<file path="config.mk">
export PLATFORM = sky130hd
export DESIGN_NAME = chemical_formula_mass_parser_core
export DESIGN_NICKNAME = d
export VERILOG_FILES = /design/src/design/cfmp_pkg.sv /design/src/design/chemical_formula_mass_parser_core.sv /design/src/design/cfmp_lookup.sv
export SDC_FILE = /design/constraint.sdc
export NUM_CORES = 1
export LEC_CHECK = 0
export BUFFER_PORTS_ARGS = -buffer_cell sky130_fd_sc_hd__buf_4
export CAP_MARGIN = 20
export CORE_MARGIN = 2
export CORE_UTILIZATION = 55
export DETAILED_ROUTE_END_ITERATION = 8
export GPL_TIMING_DRIVEN = 0
export PLACE_DENSITY = 0.71
export RECOVER_POWER = 100
export SYNTH_ARGS = -nofsm -noshare
export SYNTH_HDL_FRONTEND = slang
export SYNTH_SLANG_ARGS = --single-unit
</file>
<file path="constraint.sdc">
create_clock -name clk -period 17.3 [get_ports clk]
set_clock_uncertainty 0.1 [all_clocks]
set_input_delay 1.73 -clock clk [delete_from_list [all_inputs] [get_ports clk]]
set_output_delay 1.73 -clock clk [all_outputs]
set_load 0.01 [all_outputs]
</file>
<file path="src/design/cfmp_pkg.sv">
// ---------------------------------------------------------------------------
// cfmp_pkg
// Shared types, default sizes and the element mass table of the species-name
// mass parser.
// ---------------------------------------------------------------------------
package cfmp_pkg;

  // Default sizes for the top-level parameters
  localparam int MAX_NAME_LEN_DEFAULT = 32;
  localparam int MAX_ELEM_LEN_DEFAULT = 8;
  localparam int MASS_WIDTH_DEFAULT   = 16;

  // Mass table geometry
  localparam int TABLE_COUNT = 23;
  localparam int SYM_CHARS   = 6;
  localparam int IDX_W       = $clog2(TABLE_COUNT);

  // Symbol is left aligned: first character in the top byte, zero padded
  typedef struct packed {
    logic [SYM_CHARS*8-1:0] sym;
    logic [2:0]             len;
    logic [5:0]             mass;
  } entry_t;

  function automatic entry_t table_entry(input logic [IDX_W-1:0] idx);
    entry_t e;
    e = '0;
    unique case (idx)
      5'd0:  e = '{sym: {"H",      40'h0}, len: 3'd1, mass: 6'd1};
      5'd1:  e = '{sym: {"D",      40'h0}, len: 3'd1, mass: 6'd2};
      5'd2:  e = '{sym: {"He",     32'h0}, len: 3'd2, mass: 6'd2};
      5'd3:  e = '{sym: {"C",      40'h0}, len: 3'd1, mass: 6'd12};
      5'd4:  e = '{sym: {"-13-C",   8'h0}, len: 3'd5, mass: 6'd13};
      5'd5:  e = '{sym: {"N",      40'h0}, len: 3'd1, mass: 6'd14};
      5'd6:  e = '{sym: {"-15-N",   8'h0}, len: 3'd5, mass: 6'd15};
      5'd7:  e = '{sym: {"O",      40'h0}, len: 3'd1, mass: 6'd16};
      5'd8:  e = '{sym: {"-17-O",   8'h0}, len: 3'd5, mass: 6'd17};
      5'd9:  e = '{sym: {"-18-O",   8'h0}, len: 3'd5, mass: 6'd18};
      5'd10: e = '{sym: {"F",      40'h0}, len: 3'd1, mass: 6'd19};
      5'd11: e = '{sym: {"Ne",     32'h0}, len: 3'd2, mass: 6'd20};
      5'd12: e = '{sym: {"Na",     32'h0}, len: 3'd2, mass: 6'd23};
      5'd13: e = '{sym: {"Mg",     32'h0}, len: 3'd2, mass: 6'd24};
      5'd14: e = '{sym: {"Si",     32'h0}, len: 3'd2, mass: 6'd28};
      5'd15: e = '{sym: "-29-Si",          len: 3'd6, mass: 6'd29};
      5'd16: e = '{sym: {"S",      40'h0}, len: 3'd1, mass: 6'd30};
      5'd17: e = '{sym: {"P",      40'h0}, len: 3'd1, mass: 6'd31};
      5'd18: e = '{sym: {"Cl",     32'h0}, len: 3'd2, mass: 6'd35};
      5'd19: e = '{sym: {"Fe",     32'h0}, len: 3'd2, mass: 6'd56};
      5'd20: e = '{sym: {"grain",   8'h0}, len: 3'd5, mass: 6'd0};
      5'd21: e = '{sym: {"X",      40'h0}, len: 3'd1, mass: 6'd1};
      5'd22: e = '{sym: {"Y",      40'h0}, len: 3'd1, mass: 6'd1};
      default: e = '0;
    endcase
    return e;
  endfunction

endpackage

</file>
<file path="src/design/chemical_formula_mass_parser_core.sv">
// ---------------------------------------------------------------------------
// chemical_formula_mass_parser_core
// Parses a species name one character per item into its integer mass,
// charge, electron flag and error code.
//
//   channel | signals                                   | direction
//   --------+-------------------------------------------+-----------
//   in      | in_valid, in_stall, char_code, last       | to core
//   out     | out_valid, out_stall, mass_amu, charge,   | from core
//           | is_electron, mass_saturated, error_code   |
//
// One character is taken every cycle while in_stall is low; the parse stage does one table match
// and one saturating multiply-add per character.
// A name's result passes through a finish register, where the final element
// match runs, and then through the output register.
// in_stall rises only while a finished name waits in the finish register
// behind a stalled output register.
// rst is synchronous; it clears the parse state and both valid flags.
// ---------------------------------------------------------------------------
module chemical_formula_mass_parser_core #(
  parameter int MAX_NAME_LEN = cfmp_pkg::MAX_NAME_LEN_DEFAULT,
  parameter int MAX_ELEM_LEN = cfmp_pkg::MAX_ELEM_LEN_DEFAULT,
  parameter int MASS_WIDTH   = cfmp_pkg::MASS_WIDTH_DEFAULT
) (
  input  logic              clk,
  input  logic              rst,
  input  logic              in_valid,
  output logic              in_stall,
  input  logic [7:0]        char_code,
  input  logic              last,
  output logic              out_valid,
  input  logic              out_stall,
  output logic [15:0]       mass_amu,
  output logic signed [1:0] charge,
  output logic              is_electron,
  output logic              mass_saturated,
  output logic [2:0]        error_code
);

  localparam int LEN_W = $clog2(MAX_ELEM_LEN);
  localparam int SUM_W = MASS_WIDTH + 15;

  // Parse phases
  localparam logic [3:0] PH_ELEM      = 4'd0;
  localparam logic [3:0] PH_NUMBER    = 4'd1;
  localparam logic [3:0] PH_ISO_BODY  = 4'd2;
  localparam logic [3:0] PH_ISO_LAST  = 4'd3;
  localparam logic [3:0] PH_PAREN1    = 4'd4;
  localparam logic [3:0] PH_PAREN2    = 4'd5;
  localparam logic [3:0] PH_ICE_E     = 4'd6;
  localparam logic [3:0] PH_ICE_CLOSE = 4'd7;
  localparam logic [3:0] PH_DONE      = 4'd8;
  localparam logic [3:0] PH_ERROR     = 4'd9;

  // Error codes
  localparam logic [2:0] ERR_NONE      = 3'd0;
  localparam logic [2:0] ERR_NAME_LONG = 3'd1;
  localparam logic [2:0] ERR_MALFORMED = 3'd2;
  localparam logic [2:0] ERR_ELEM_LONG = 3'd3;
  localparam logic [2:0] ERR_UNKNOWN   = 3'd4;

  // Characters
  localparam logic [7:0] CH_DASH   = 8'd45;
  localparam logic [7:0] CH_PLUS   = 8'd43;
  localparam logic [7:0] CH_LPAREN = 8'd40;
  localparam logic [7:0] CH_RPAREN = 8'd41;
  localparam logic [7:0] CH_ZERO   = 8'd48;
  localparam logic [7:0] CH_ONE    = 8'd49;
  localparam logic [7:0] CH_NINE   = 8'd57;
  localparam logic [7:0] CH_UP_A   = 8'd65;
  localparam logic [7:0] CH_UP_Z   = 8'd90;
  localparam logic [7:0] CH_LO_A   = 8'd97;
  localparam logic [7:0] CH_LO_Z   = 8'd122;
  localparam logic [7:0] CH_C      = 8'd99;
  localparam logic [7:0] CH_E      = 8'd101;
  localparam logic [7:0] CH_I      = 8'd105;

  localparam logic [7:0] ELECTRON_TEXT [4] = '{CH_E, CH_LPAREN, CH_DASH, CH_RPAREN};
  localparam logic [2:0] EM_FULL = 3'd4;
  localparam logic [2:0] EM_MISS = 3'd7;

  localparam logic signed [1:0] CHG_POS  = 2'sb01;
  localparam logic signed [1:0] CHG_NEG  = 2'sb11;
  localparam logic signed [1:0] CHG_NONE = 2'sb00;

  localparam logic [7:0] MULT_ONE = 8'd1;
  localparam logic [7:0] MULT_MAX = 8'd255;
  localparam logic [5:0] NLEN_MAX = 6'd63;

  // Saturating sum + multiplier * mass; returns {saturated, sum}
  function automatic logic [MASS_WIDTH:0] add_mass(input logic [MASS_WIDTH-1:0] s,
                                                   input logic [7:0] m,
                                                   input logic [5:0] w);
    logic [13:0]      p;
    logic [SUM_W-1:0] t;
    p = 14'(m) * 14'(w);
    t = SUM_W'(s) + SUM_W'(p);
    if (t > SUM_W'({MASS_WIDTH{1'b1}})) begin
      return {1'b1, {MASS_WIDTH{1'b1}}};
    end
    return {1'b0, MASS_WIDTH'(t)};
  endfunction

  // ---------------- parse state ----------------
  logic [MAX_ELEM_LEN-1:0][7:0] element_chars, chars_next;
  logic [LEN_W-1:0]             elen, elen_next;
  logic [7:0]                   mult, mult_next;
  logic [MASS_WIDTH-1:0]        sum, sum_next;
  logic                         sat, sat_next;
  logic signed [1:0]            chg, chg_next;
  logic [3:0]                   phase, phase_next;
  logic [5:0]                   nlen, nlen_next;
  logic [2:0]                   err, err_next;
  logic [2:0]                   em, em_next;
  logic [7:0]                   paren, paren_next;

  // ---------------- finish register ----------------
  logic                         fin_valid;
  logic [MAX_ELEM_LEN-1:0][7:0] fin_chars;
  logic [LEN_W-1:0]             fin_len;
  logic [7:0]                   fin_mult;
  logic [MASS_WIDTH-1:0]        fin_sum;
  logic                         fin_sat;
  logic signed [1:0]            fin_chg;
  logic [3:0]                   fin_phase;
  logic [5:0]                   fin_nlen;
  logic [2:0]                   fin_err;
  logic [2:0]                   fin_em;

  logic in_take, out_free, fin_move;
  logic hit_a, hit_b;
  logic [5:0] mass_a, mass_b;

  assign out_free = !out_valid || !out_stall;
  assign fin_move = fin_valid && out_free;
  assign in_stall = fin_valid && !out_free;
  assign in_take  = in_valid && !in_stall;

  cfmp_lookup #(.MAX_ELEM_LEN(MAX_ELEM_LEN)) u_lookup_parse (
    .chars(element_chars), .len(elen), .hit(hit_a), .mass(mass_a)
  );

  cfmp_lookup #(.MAX_ELEM_LEN(MAX_ELEM_LEN)) u_lookup_finish (
    .chars(fin_chars), .len(fin_len), .hit(hit_b), .mass(mass_b)
  );

  // ---------------- per-character parse ----------------
  always_comb begin
    logic [7:0]        c;
    logic              do_elem, do_put;
    logic [LEN_W-1:0]  put_len;
    logic [11:0]       mult_wide;
    logic [MASS_WIDTH:0] acc;
    logic              is_upper, is_lower, is_digit, is_nz_digit;
    c           = char_code;
    is_upper    = (c >= CH_UP_A) && (c <= CH_UP_Z);
    is_lower    = (c >= CH_LO_A) && (c <= CH_LO_Z);
    is_digit    = (c >= CH_ZERO) && (c <= CH_NINE);
    is_nz_digit = (c >= CH_ONE) && (c <= CH_NINE);
    do_elem     = 1'b0;
    do_put      = 1'b0;
    put_len     = elen;
    mult_wide   = '0;
    acc         = '0;
    elen_next   = elen;
    mult_next   = mult;
    sum_next    = sum;
    sat_next    = sat;
    chg_next    = chg;
    phase_next  = phase;
    err_next    = err;
    paren_next  = paren;
    chars_next  = element_chars;

    nlen_next = (nlen != NLEN_MAX) ? 6'(nlen + 6'd1) : nlen;
    if ((em < EM_FULL) && (c == ELECTRON_TEXT[em[1:0]])) begin
      em_next = 3'(em + 3'd1);
    end else begin
      em_next = EM_MISS;
    end

    case (phase)
      PH_ELEM: do_elem = 1'b1;
      PH_NUMBER: begin
        if (is_digit) begin
          mult_wide = 12'(mult) * 12'd10 + 12'(c - CH_ZERO);
          if (mult_wide > 12'(MULT_MAX)) begin
            mult_next = MULT_MAX;
            sat_next  = 1'b1;
          end else begin
            mult_next = mult_wide[7:0];
          end
        end else begin
          phase_next = PH_ELEM;
          do_elem    = 1'b1;
        end
      end
      PH_ISO_BODY: begin
        do_put = 1'b1;
        if (c == CH_DASH) begin
          phase_next = PH_ISO_LAST;
        end
      end
      PH_ISO_LAST: begin
        do_put     = 1'b1;
        phase_next = PH_ELEM;
      end
      PH_PAREN1: begin
        paren_next = c;
        phase_next = PH_PAREN2;
      end
      PH_PAREN2: begin
        if (c == CH_RPAREN && paren == CH_PLUS) begin
          chg_next   = CHG_POS;
          phase_next = PH_DONE;
        end else if (c == CH_RPAREN && paren == CH_DASH) begin
          chg_next   = CHG_NEG;
          phase_next = PH_DONE;
        end else if (c != CH_RPAREN && paren == CH_I && c == CH_C) begin
          phase_next = PH_ICE_E;
        end else begin
          phase_next = PH_ERROR;
          err_next   = ERR_MALFORMED;
        end
      end
      PH_ICE_E: begin
        if (c == CH_E) begin
          phase_next = PH_ICE_CLOSE;
        end else begin
          phase_next = PH_ERROR;
          err_next   = ERR_MALFORMED;
        end
      end
      PH_ICE_CLOSE: begin
        if (c == CH_RPAREN) begin
          phase_next = PH_DONE;
        end else begin
          phase_next = PH_ERROR;
          err_next   = ERR_MALFORMED;
        end
      end
      default: ;  // done or error: drop further characters
    endcase

    if (do_elem) begin
      priority if (c == CH_DASH || is_upper) begin
        // a new element starts: close the one held so far
        if (elen != '0) begin
          if (hit_a) begin
            acc       = add_mass(sum, mult, mass_a);
            sum_next  = acc[MASS_WIDTH-1:0];
            sat_next  = sat_next | acc[MASS_WIDTH];
            put_len   = '0;
            elen_next = '0;
            mult_next = MULT_ONE;
          end else begin
            phase_next = PH_ERROR;
            err_next   = ERR_UNKNOWN;
          end
        end
        if (phase_next != PH_ERROR) begin
          do_put = 1'b1;
          if (c == CH_DASH) begin
            phase_next = PH_ISO_BODY;
          end
        end
      end else if (is_lower) begin
        do_put = 1'b1;
      end else if (is_nz_digit) begin
        if (elen == '0 || mult != MULT_ONE) begin
          phase_next = PH_ERROR;
          err_next   = ERR_MALFORMED;
        end else begin
          mult_next  = 8'(c - CH_ZERO);
          phase_next = PH_NUMBER;
        end
      end else if (c == CH_LPAREN) begin
        phase_next = PH_PAREN1;
      end else begin
        phase_next = PH_ERROR;
        err_next   = ERR_MALFORMED;
      end
    end

    if (do_put) begin
      if (put_len >= LEN_W'(MAX_ELEM_LEN - 1)) begin
        phase_next = PH_ERROR;
        err_next   = ERR_ELEM_LONG;
      end else begin
        chars_next[put_len] = c;
        elen_next           = LEN_W'(put_len + 1'b1);
      end
    end
  end

  // Parse state; return to the start after the last character
  always_ff @(posedge clk) begin
    if (rst) begin
      elen  <= '0;
      mult  <= MULT_ONE;
      sum   <= '0;
      sat   <= 1'b0;
      chg   <= CHG_NONE;
      phase <= PH_ELEM;
      nlen  <= '0;
      err   <= ERR_NONE;
      em    <= '0;
      paren <= '0;
    end else if (in_take) begin
      if (last) begin
        elen  <= '0;
        mult  <= MULT_ONE;
        sum   <= '0;
        sat   <= 1'b0;
        chg   <= CHG_NONE;
        phase <= PH_ELEM;
        nlen  <= '0;
        err   <= ERR_NONE;
        em    <= '0;
        paren <= '0;
      end else begin
        elen  <= elen_next;
        mult  <= mult_next;
        sum   <= sum_next;
        sat   <= sat_next;
        chg   <= chg_next;
        phase <= phase_next;
        nlen  <= nlen_next;
        err   <= err_next;
        em    <= em_next;
        paren <= paren_next;
      end
    end
  end

  always_ff @(posedge clk) begin
    if (in_take) begin
      element_chars <= chars_next;
    end
  end

  // Finish register: snapshot of the name at its last character
  always_ff @(posedge clk) begin
    if (rst) begin
      fin_valid <= 1'b0;
    end else if (in_take && last) begin
      fin_valid <= 1'b1;
    end else if (fin_move) begin
      fin_valid <= 1'b0;
    end
  end

  always_ff @(posedge clk) begin
    if (in_take && last) begin
      fin_chars <= chars_next;
      fin_len   <= elen_next;
      fin_mult  <= mult_next;
      fin_sum   <= sum_next;
      fin_sat   <= sat_next;
      fin_chg   <= chg_next;
      fin_phase <= phase_next;
      fin_nlen  <= nlen_next;
      fin_err   <= err_next;
      fin_em    <= em_next;
    end
  end

  // ---------------- final flush and result ----------------
  logic [15:0]       res_mass;
  logic signed [1:0] res_chg;
  logic              res_elec, res_sat;
  logic [2:0]        res_err;

  always_comb begin
    logic [MASS_WIDTH:0]   acc;
    logic [MASS_WIDTH-1:0] fsum;
    logic                  fsat;
    logic [2:0]            ferr;
    acc  = '0;
    fsum = fin_sum;
    fsat = fin_sat;
    ferr = fin_err;
    if (fin_phase == PH_ELEM || fin_phase == PH_NUMBER || fin_phase == PH_DONE) begin
      if (fin_len != '0) begin
        if (hit_b) begin
          acc  = add_mass(fin_sum, fin_mult, mass_b);
          fsum = acc[MASS_WIDTH-1:0];
          fsat = fin_sat | acc[MASS_WIDTH];
        end else begin
          ferr = ERR_UNKNOWN;
        end
      end
    end else if (fin_phase != PH_ERROR) begin
      ferr = ERR_MALFORMED;  // name ended inside a prefix or parenthesis
    end

    if (fin_nlen >= 6'(MAX_NAME_LEN - 1)) begin
      ferr = ERR_NAME_LONG;
    end

    if (fin_em == EM_FULL) begin
      res_mass = '0;
      res_chg  = CHG_NEG;
      res_elec = 1'b1;
      res_sat  = 1'b0;
      res_err  = ERR_NONE;
    end else if (ferr != ERR_NONE) begin
      res_mass = '0;
      res_chg  = CHG_NONE;
      res_elec = 1'b0;
      res_sat  = 1'b0;
      res_err  = ferr;
    end else begin
      res_mass = 16'(fsum);
      res_chg  = fin_chg;
      res_elec = 1'b0;
      res_sat  = fsat;
      res_err  = ERR_NONE;
    end
  end

  always_ff @(posedge clk) begin
    if (rst) begin
      out_valid <= 1'b0;
    end else if (fin_move) begin
      out_valid <= 1'b1;
    end else if (!out_stall) begin
      out_valid <= 1'b0;
    end
  end

  always_ff @(posedge clk) begin
    if (fin_move) begin
      mass_amu       <= res_mass;
      charge         <= res_chg;
      is_electron    <= res_elec;
      mass_saturated <= res_sat;
      error_code     <= res_err;
    end
  end

  // ---------------- checks ----------------
  a_electron_fields: assert property (@(posedge clk) disable iff (rst)
    out_valid && is_electron |-> charge == CHG_NEG && mass_amu == '0 &&
                                 error_code == ERR_NONE)
    else $error("electron result carries mass, charge or error");

  a_error_clears: assert property (@(posedge clk) disable iff (rst)
    out_valid && error_code != ERR_NONE |-> mass_amu == '0 && charge == CHG_NONE &&
                                            !mass_saturated && !is_electron)
    else $error("error result carries payload");

  a_restart: assert property (@(posedge clk) disable iff (rst)
    in_take && last |=> phase == PH_ELEM && elen == '0 && nlen == '0 &&
                        err == ERR_NONE && fin_valid)
    else $error("parse state not restarted after last character");

  a_error_phase: assert property (@(posedge clk) disable iff (rst)
    (phase == PH_ERROR) == (err != ERR_NONE))
    else $error("error code and error phase disagree");

  a_finish_drains: assert property (@(posedge clk) disable iff (rst)
    fin_valid && out_free |=> out_valid)
    else $error("finished name did not reach the output register");

endmodule

</file>
<file path="src/design/cfmp_lookup.sv">
// ---------------------------------------------------------------------------
// cfmp_lookup
// Parallel match of the collected element name against every mass table
// entry; returns a hit flag and the element mass.
// ---------------------------------------------------------------------------
module cfmp_lookup #(
  parameter int MAX_ELEM_LEN = cfmp_pkg::MAX_ELEM_LEN_DEFAULT,
  localparam int LEN_W = $clog2(MAX_ELEM_LEN)
) (
  input  logic [MAX_ELEM_LEN-1:0][7:0] chars,
  input  logic [LEN_W-1:0]             len,
  output logic                         hit,
  output logic [5:0]                   mass
);

  // Only positions within both the element buffer and the table symbol width take part in the compare
  localparam int CMP_N = (MAX_ELEM_LEN < cfmp_pkg::SYM_CHARS) ?
                         MAX_ELEM_LEN : cfmp_pkg::SYM_CHARS;

  always_comb begin
    cfmp_pkg::entry_t e;
    logic             same;
    hit  = 1'b0;
    mass = '0;
    for (int i = 0; i < cfmp_pkg::TABLE_COUNT; i++) begin
      e    = cfmp_pkg::table_entry(cfmp_pkg::IDX_W'(i));
      same = (4'(len) == 4'(e.len));
      for (int k = 0; k < CMP_N; k++) begin
        if ((k < int'(e.len)) &&
            (chars[k] != e.sym[cfmp_pkg::SYM_CHARS*8-1-8*k -: 8])) begin
          same = 1'b0;
        end
      end
      // table symbols are distinct, so at most one entry hits
      if (same) begin
        hit  = 1'b1;
        mass = mass | e.mass;
      end
    end
  end

endmodule

</file>
==> metrics.csv, run 1 <==
metric;value;unit
Post-DRT Antenna Nets;0;
hold endpoint;sum[7]$_SDFFE_PP0P_;
Simple-Gate Fraction of Synth Area;20.0;%
Die Wd;175;um
DRC viols;0;
# clock sinks;221;
max-slew violation count;105;
number of synthesized flops with an enable pin;165;
reg2reg end;mass_amu[10]$_SDFFCE_PP0P_;
P per Cell Area;70.6;nW/um2
P_leak;7.00;nW
die area;30500;um2
worst ir drop on vdd;0.0000776;V
kind of critical path;reg2reg;
Synth top area share;30.9;%
Reg clk slew, reported paths;0.06;ns
CP arrival;8.19;ns
Setup-failing EPs final;0;
Syn Nets;1797;
reg-to-reg startpoint;fin_chars[7]$_DFFE_PP_;
postcts setup bufs;0;
slew margin rel.;-131;%
post-synth top area cell;edfxtp_1;
Mapped Cells;1616;
sequential cell area fraction in the yosys report;37.9;%
min-delay worst type;reg2reg;
RSZ-0062 raised after global routing;no;
pre-CTS WS;9.42;ns
Power, Total;1.23;mW
wire per inst;19.0;um
DP Cell Count;2039;
register bit total from synthesis;221;
clock share of power;43.1;%
max_cap viols;2;
vias in the first global route;11600;
Top Metal Used;met5;
fraction of registers with async set/reset;0;%
Die Span Y;175;um
clock latency on the worst-skew pair;0.53;ns
status;finished, violations left;
Worst Reg-to-Reg Cells;23;
largest family of logic cells by synthesized area;simple AND/OR/NAND/NOR gates;
grt total ovfl;0;
CP max FO;10;
endpoints failing hold;0;
metal3 WL;3.15;mm
crit-path max cell delay;0.60;ns
met2 routed WL;17.6;mm
WL met1;17.7;mm
fmax;125;MHz
critical path required time;17.51;ns
Final Cell Area;17400;um2
final worst slack;9.32;ns
R2R Setup Slk;9.32;ns
Synth Area in Adders;16.6;%
# hold bufs at CTS;0;
Synth Area in Compound Gates;12.7;%
CTS root buf;clkbuf_16;
slowest CP cell;nor3b_1;
CTS buffer count;25;
Cell Int Power;0.935;mW
xor/xnor share of the synthesized area;2.24;%
largest net degree at the start of global routing;65;
worst min-delay path startpoint;sum[7]$_SDFFE_PP0P_;
post-route core utilization;60.7;%
PortBufs;36;
CTS tree;built;
# IOs;38;
Netlist Area Pre-Place;16000;um2
Site Rows;62;
failing checks;max-capacitance violations, max-slew violations;
Crit. End Element;flop;
Most used DFF post-synth;edfxtp_1;
WL final;39.6;mm
GRT Util Overall;26.2;%
Mapped Avg Cell Area;9.91;um2
Pre-antenna DRT Iters;5;
crit path cell chain;nor3b_1, nand3b_1, or3_1, nor3_1, a41oi_1, nand2_1, nand2_1, fa_1, fa_1, inv_1, fa_1, inv_1, fa_1, inv_1, ha_1, o21ai_0, a21boi_0, o2111ai_1, a21boi_0, o21ai_0, a2111o_1, clkbuf_1, a311oi_1;
Syn. warnings;0;
period utilisation layout;46.1;%
mux cell area share after synthesis;3.84;%
Switching Share;24.0;%
antenna violations before repair;2;
Tmin final;7.98;ns
vias per std cell;5.92;
# diodes;0;
Setup TNS Final;0;ns
Seq pwr share;49.3;%
WHS Path Cells;2;
H-tree Lvls;1;
P&R area growth vs syn;8.81;%
startpoint types;flop;
Nets;1864;
Hold WS;0.376;ns
Fillers;2438;
Worst-Margin Slew;3.46;ns
dpl hpwl;30.1;mm
gp weighted congestion;0.943;
maximum buffer depth of the clock tree;3;
Initial DRC Count;1144;
placed cell areas;16800;um2
Synth area leaders;edfxtp_1, fa_1, ha_1;
Logic pwr share;7.6;%
fin cells;2085;
# resized after CTS;0;
switching pwr;0.295;mW
Crit path top cell by count;fa_1;
Unique masters post-synth;100;
Initial Util;55.8;%
DR vias;12400;
core area;28700;um2
layout cells sized above 1;7.05;%
global-route wire length before repair;63.5;mm
worst max path at each step:
stage	startpoint	to	slack [ns]	cells past startpoint
6_report	fin_chars[7]$_DFFE_PP_	mass_amu[10]$_SDFFCE_PP0P_	9.32	23
5_1_grt	fin_chars[7]$_DFFE_PP_	mass_amu[12]$_SDFFCE_PP0P_	8.74	23
4_1_cts	fin_chars[7]$_DFFE_PP_	mass_amu[12]$_SDFFCE_PP0P_	9.41	23
3_5_place_dp	fin_chars[7]$_DFFE_PP_	mass_amu[12]$_SDFFCE_PP0P_	9.42	23
3_3_place_gp	fin_chars[7]$_DFFE_PP_	mass_amu[12]$_SDFFCE_PP0P_	9.49	23
2_1_floorplan	element_chars[4]$_DFFE_PP_	fin_sat$_DFFE_PP_	10.69	23
cells in the mapped netlist, types with 18 or more instances:
master    instances
a21oi_1          73
xor2_1           23
nor2b_1          33
nand4_1          19
nor2_1          139
inv_1           191
nand2b_1         24
mux2_2           28
and2_1           48
o21ai_0          53
clkbuf_1         31
xnor2_1          18
a22oi_1          18
ha_1             94
dfxtp_1          56
nand2_1         112
fa_1             74
nand3_1          30
nor3_1           32
edfxtp_1        165
cell type report:
class                           instances  area (um2)  share of cell area [%]
Clock inverter                         17         176                    1.01
Clock buffer                           28         637                    3.66
Buffer                                 57         318                    1.82
Tap cell                              384         480                    2.76
Timing Repair Buffer                   40         184                    1.06
Inverter                              192         723                    4.15
Multi-Input combinational cell       1146        8830                    50.7
Sequential cell                       221        6080                    34.9
sequential cells by signal (all words and copies together) (netlist names), 4 cells and up:
| register | flops |
|---|---|
| fin_mult | 8 |
| nlen | 6 |
| fin_sum | 16 |
| fin_phase | 4 |
| mult | 8 |
| fin_nlen | 6 |
| fin_chars | 48 |
| element_chars | 48 |
| sum | 16 |
| paren | 8 |
| mass_amu | 16 |
| phase | 4 |
cells by family after synthesis:
logic type	Yosys count
adders and majority gates	168
xor gates and xnor gates	41
and+or+nand+nor	584
AOI/OAI and AO/OA	301
buffers and inverters	249
DFF	221
muxes	52
power groups by stage:
stage / Clock (mW) / Sequential, mW / Combinational [mW]
floorplan: 0 / 0.611 / 0.0664
global placement: 0 / 0.617 / 0.0938
detailed placement: 0 / 0.615 / 0.0973
CTS: 0.535 / 0.604 / 0.0981
global route: 0.555 / 0.608 / 0.103
finish: 0.530 / 0.606 / 0.0939
placed cells by master (no fill, tap or decap), types with 6 or more instances in the layout:
| master | count |
|---|---|
| a211oi_1 | 17 |
| a21o_1 | 16 |
| a21oi_1 | 75 |
| a22oi_1 | 18 |
| a311oi_1 | 15 |
| a31o_2 | 6 |
| a31oi_1 | 10 |
| and2_1 | 48 |
| and3_1 | 10 |
| buf_4 | 15 |
| clkbuf_1 | 71 |
| clkbuf_16 | 25 |
| clkbuf_8 | 6 |
| dfxtp_1 | 56 |
| edfxtp_1 | 165 |
| fa_1 | 74 |
| ha_1 | 94 |
| inv_1 | 190 |
| mux2_1 | 47 |
| nand2_1 | 112 |
| nand2b_1 | 24 |
| nand3_1 | 30 |
| nand3b_1 | 12 |
| nand4_1 | 19 |
| nand4b_1 | 11 |
| nor2_1 | 139 |
| nor2b_1 | 33 |
| nor3_1 | 32 |
| nor3b_1 | 14 |
| nor4_1 | 17 |
| nor4b_1 | 8 |
| nor4bb_1 | 10 |
| o21a_1 | 8 |
| o21ai_0 | 61 |
| o31ai_1 | 15 |
| or2_2 | 15 |
| or3_1 | 11 |
| or4_1 | 9 |
| xnor2_1 | 18 |
| xor2_1 | 23 |
routing by layer:
| layer | vias up | track usage (%) |
|---|---|---|
| li1 | 5882 | - |
| met1 | 5879 | 39.1 |
| met2 | 511 | 40.7 |
| met3 | 78 | 3.09 |
| met4 | 2 | 6.88 |
| met5 | - | 0 |
worst max-delay path: cells and delay by family (launching register included):
family | cells | cell delay (ns)
adders and majority gates | 5 | 2.32
DFF | 1 | 0.42
AOI/OAI and AO/OA | 8 | 2.29
and+or+nand+nor | 6 | 2.17
buffers and inverters | 4 | 0.45
Note: power is estimated with default switching activity, not from simulation.
==> inputs of run 2 (changes only) <==
--- a/config.mk
+++ b/config.mk
@@ -11,7 +11,7 @@
 export CORE_UTILIZATION = 55
 export DETAILED_ROUTE_END_ITERATION = 8
 export GPL_TIMING_DRIVEN = 0
-export PLACE_DENSITY = 0.71
+export PLACE_DENSITY = 0.74
 export RECOVER_POWER = 100
 export SYNTH_ARGS = -nofsm -noshare
 export SYNTH_HDL_FRONTEND = slang
==> constraint.sdc (replaced) <==
create_clock -name clk -period 6.4 [get_ports clk]
set_clock_uncertainty 0.1 [all_clocks]
set_input_delay 0.64 -clock clk [delete_from_list [all_inputs] [get_ports clk]]
set_output_delay 0.64 -clock clk [all_outputs]
set_load 0.01 [all_outputs]
==> run 2 against run 1 <==
  * The flow finishes with violations (max-capacitance violations, max-slew violations, negative setup slack)
  * Critical path type unchanged
  * Critical path depth did not move
  * Clock power grew 150%
  * Cell area up 9.3%
  * Global-route usage up 0.96 points
  * Largest power group unchanged
==> metrics.csv, run 2 (same netlist as run 1, synthesis figures left out) <==
metric;value;unit
status;finished, violations left;
failing checks;max-capacitance violations, max-slew violations, negative setup slack;
min-delay worst type;in2reg;
slew margin rel.;-87.0;%
RSZ-0062 raised after global routing;yes;
Worst-Margin Slew;2.81;ns
global-route wire length before repair;66.2;mm
top flop regs;element_chars (48), fin_chars (48);
# IOs;38;
CP max FO;5;
CP arrival;6.87;ns
CTS buffer count;24;
Post-DRT Antenna Nets;0;
kind of critical path;reg2reg;
P_leak;7.65;nW
Die Wd;175;um
Site Rows;62;
GRT Util Overall;27.1;%
maximum buffer depth of the clock tree;3;
DP Cell Count;2039;
clock latency on the worst-skew pair;0.52;ns
worst ir drop on vdd;0.000182;V
vias per std cell;6.00;
max-slew violation count;102;
die area;30500;um2
fin cells;2160;
H-tree Lvls;1;
Fillers;2200;
CTS tree;built;
Tmin final;6.73;ns
DRC viols;0;
footprint of the multi-input gates;9810;um2
placed cell areas;16900;um2
reg-to-reg startpoint;element_chars[5]$_DFFE_PP_;
final worst slack;-0.328;ns
Initial Util;55.8;%
CTS root buf;clkbuf_16;
Pre-antenna DRT Iters;7;
gp weighted congestion;0.908;
WL final;42.4;mm
max_cap viols;2;
register area;6080;um2
Die Span Y;175;um
layout cells sized above 1;20.3;%
critical path required time;6.54;ns
grt total ovfl;0;
P&R area growth vs syn;18.9;%
Final Cell Area;19000;um2
fmax;149;MHz
Nets;1938;
dpl hpwl;30.4;mm
wire per inst;19.6;um
leading cell type in the layout, fill and taps excluded;inv_1;
# clock sinks;221;
crit path launch;element_chars[5]$_DFFE_PP_;
core area;28700;um2
endpoints failing hold;0;
P per Cell Area;170;nW/um2
period utilisation layout;105;%
vias in the first global route;12400;
largest net degree at the start of global routing;51;
antenna violations before repair;2;
DR vias;13000;
Setup-failing EPs final;50;
PortBufs;36;
# hold bufs at CTS;0;
Reg clk slew, reported paths;0.06;ns
most frequent cells in the layout;inv_1, edfxtp_1, nor2_1;
Crit. End Element;flop;
Initial DRC Count;1445;
worst min-delay path startpoint;out_stall;
startpoint types;flop;
## run 2: final timing paths
check / slack (ns) / depth (start not counted) / end
max: -0.33 / 23 / fin_sat$_DFFE_PP_
min: 0.28 / 3 / out_valid$_SDFFE_PP0P_
max reg2reg: -0.33 / 23 / fin_sat$_DFFE_PP_
min reg2reg: 0.37 / 2 / err[1]$_SDFFE_PP0P_
## run 2: stage by stage
| stage | hold slack [ns] | power (mW) | utilization, % | TNS, ns | setup slack (ns) |
|---|---|---|---|---|---|
| after CTS | 0.280 | 3.25 | 65.0 | -3.66 | -0.268 |
| after global routing | 0.304 | 3.34 | 66.3 | -17.90 | -0.450 |
| final | 0.275 | 3.24 | 66.4 | -8.74 | -0.328 |
| after detailed placement | 0.347 | 1.93 | 58.8 | -41.03 | -1.29 |
| after floorplan | 0.332 | 1.83 | - | 0 | 0.0111 |
| after global placement | 0.345 | 1.92 | 58.5 | -37.45 | -1.21 |
## run 2: power by group
| part | total, mW | switching [mW] | leakage (nW) | internal (mW) |
|---|---|---|---|---|
| combinational | 0.284 | 0.179 | 5.24 | 0.105 |
| clock | 1.32 | 0.553 | 0.370 | 0.767 |
| sequential | 1.64 | 0.0401 | 2.04 | 1.60 |
| total | 3.24 | 0.772 | 7.65 | 2.47 |
## run 2: repair_timing
action,CTS,global route
setup buffers,54,24
gates resized for setup,131,94
endpoints found under the setup margin,51,51
cloned,1,0
pin swaps,73,77
## run 2: cell type report
cell class | instances | area share [%]
multi-input cells | 1146 | 51.5
flip-flops and latches | 221 | 31.9
repair buffers | 117 | 4.56
inverters | 192 | 3.80
clock buffers | 33 | 3.50
well taps | 384 | 2.52
plain buffers | 55 | 1.77
clock inverters | 11 | 0.420
diodes | 1 | 0.0131
## run 2: metal layers
metal  up-vias  track usage, %  part of all wire (%)
li1       6045               -                     -
met1      6322            37.8                    43
met2       480            45.2                    47
met3       109            3.09                   6.2
met4         0            7.67                   3.2
met5         -               0                     0
## run 2: critical path, stage by stage, from the launching register on
cell       delay (ns)
edfxtp_1         0.44
buf_6            0.15
or4b_4           0.53
or4_4            0.54
o221a_4          0.30
o2111ai_4        0.18
buf_6            0.16
nand2_2          0.05
fa_1             0.47
fa_1             0.54
inv_2            0.04
fa_1             0.51
inv_2            0.04
fa_1             0.55
inv_2            0.05
ha_4             0.15
or4_4            0.42
o22a_1           0.22
nand4_1          0.13
a31oi_2          0.13
nand4_1          0.14
o21ai_4          0.11
buf_8            0.15
a221o_1          0.35
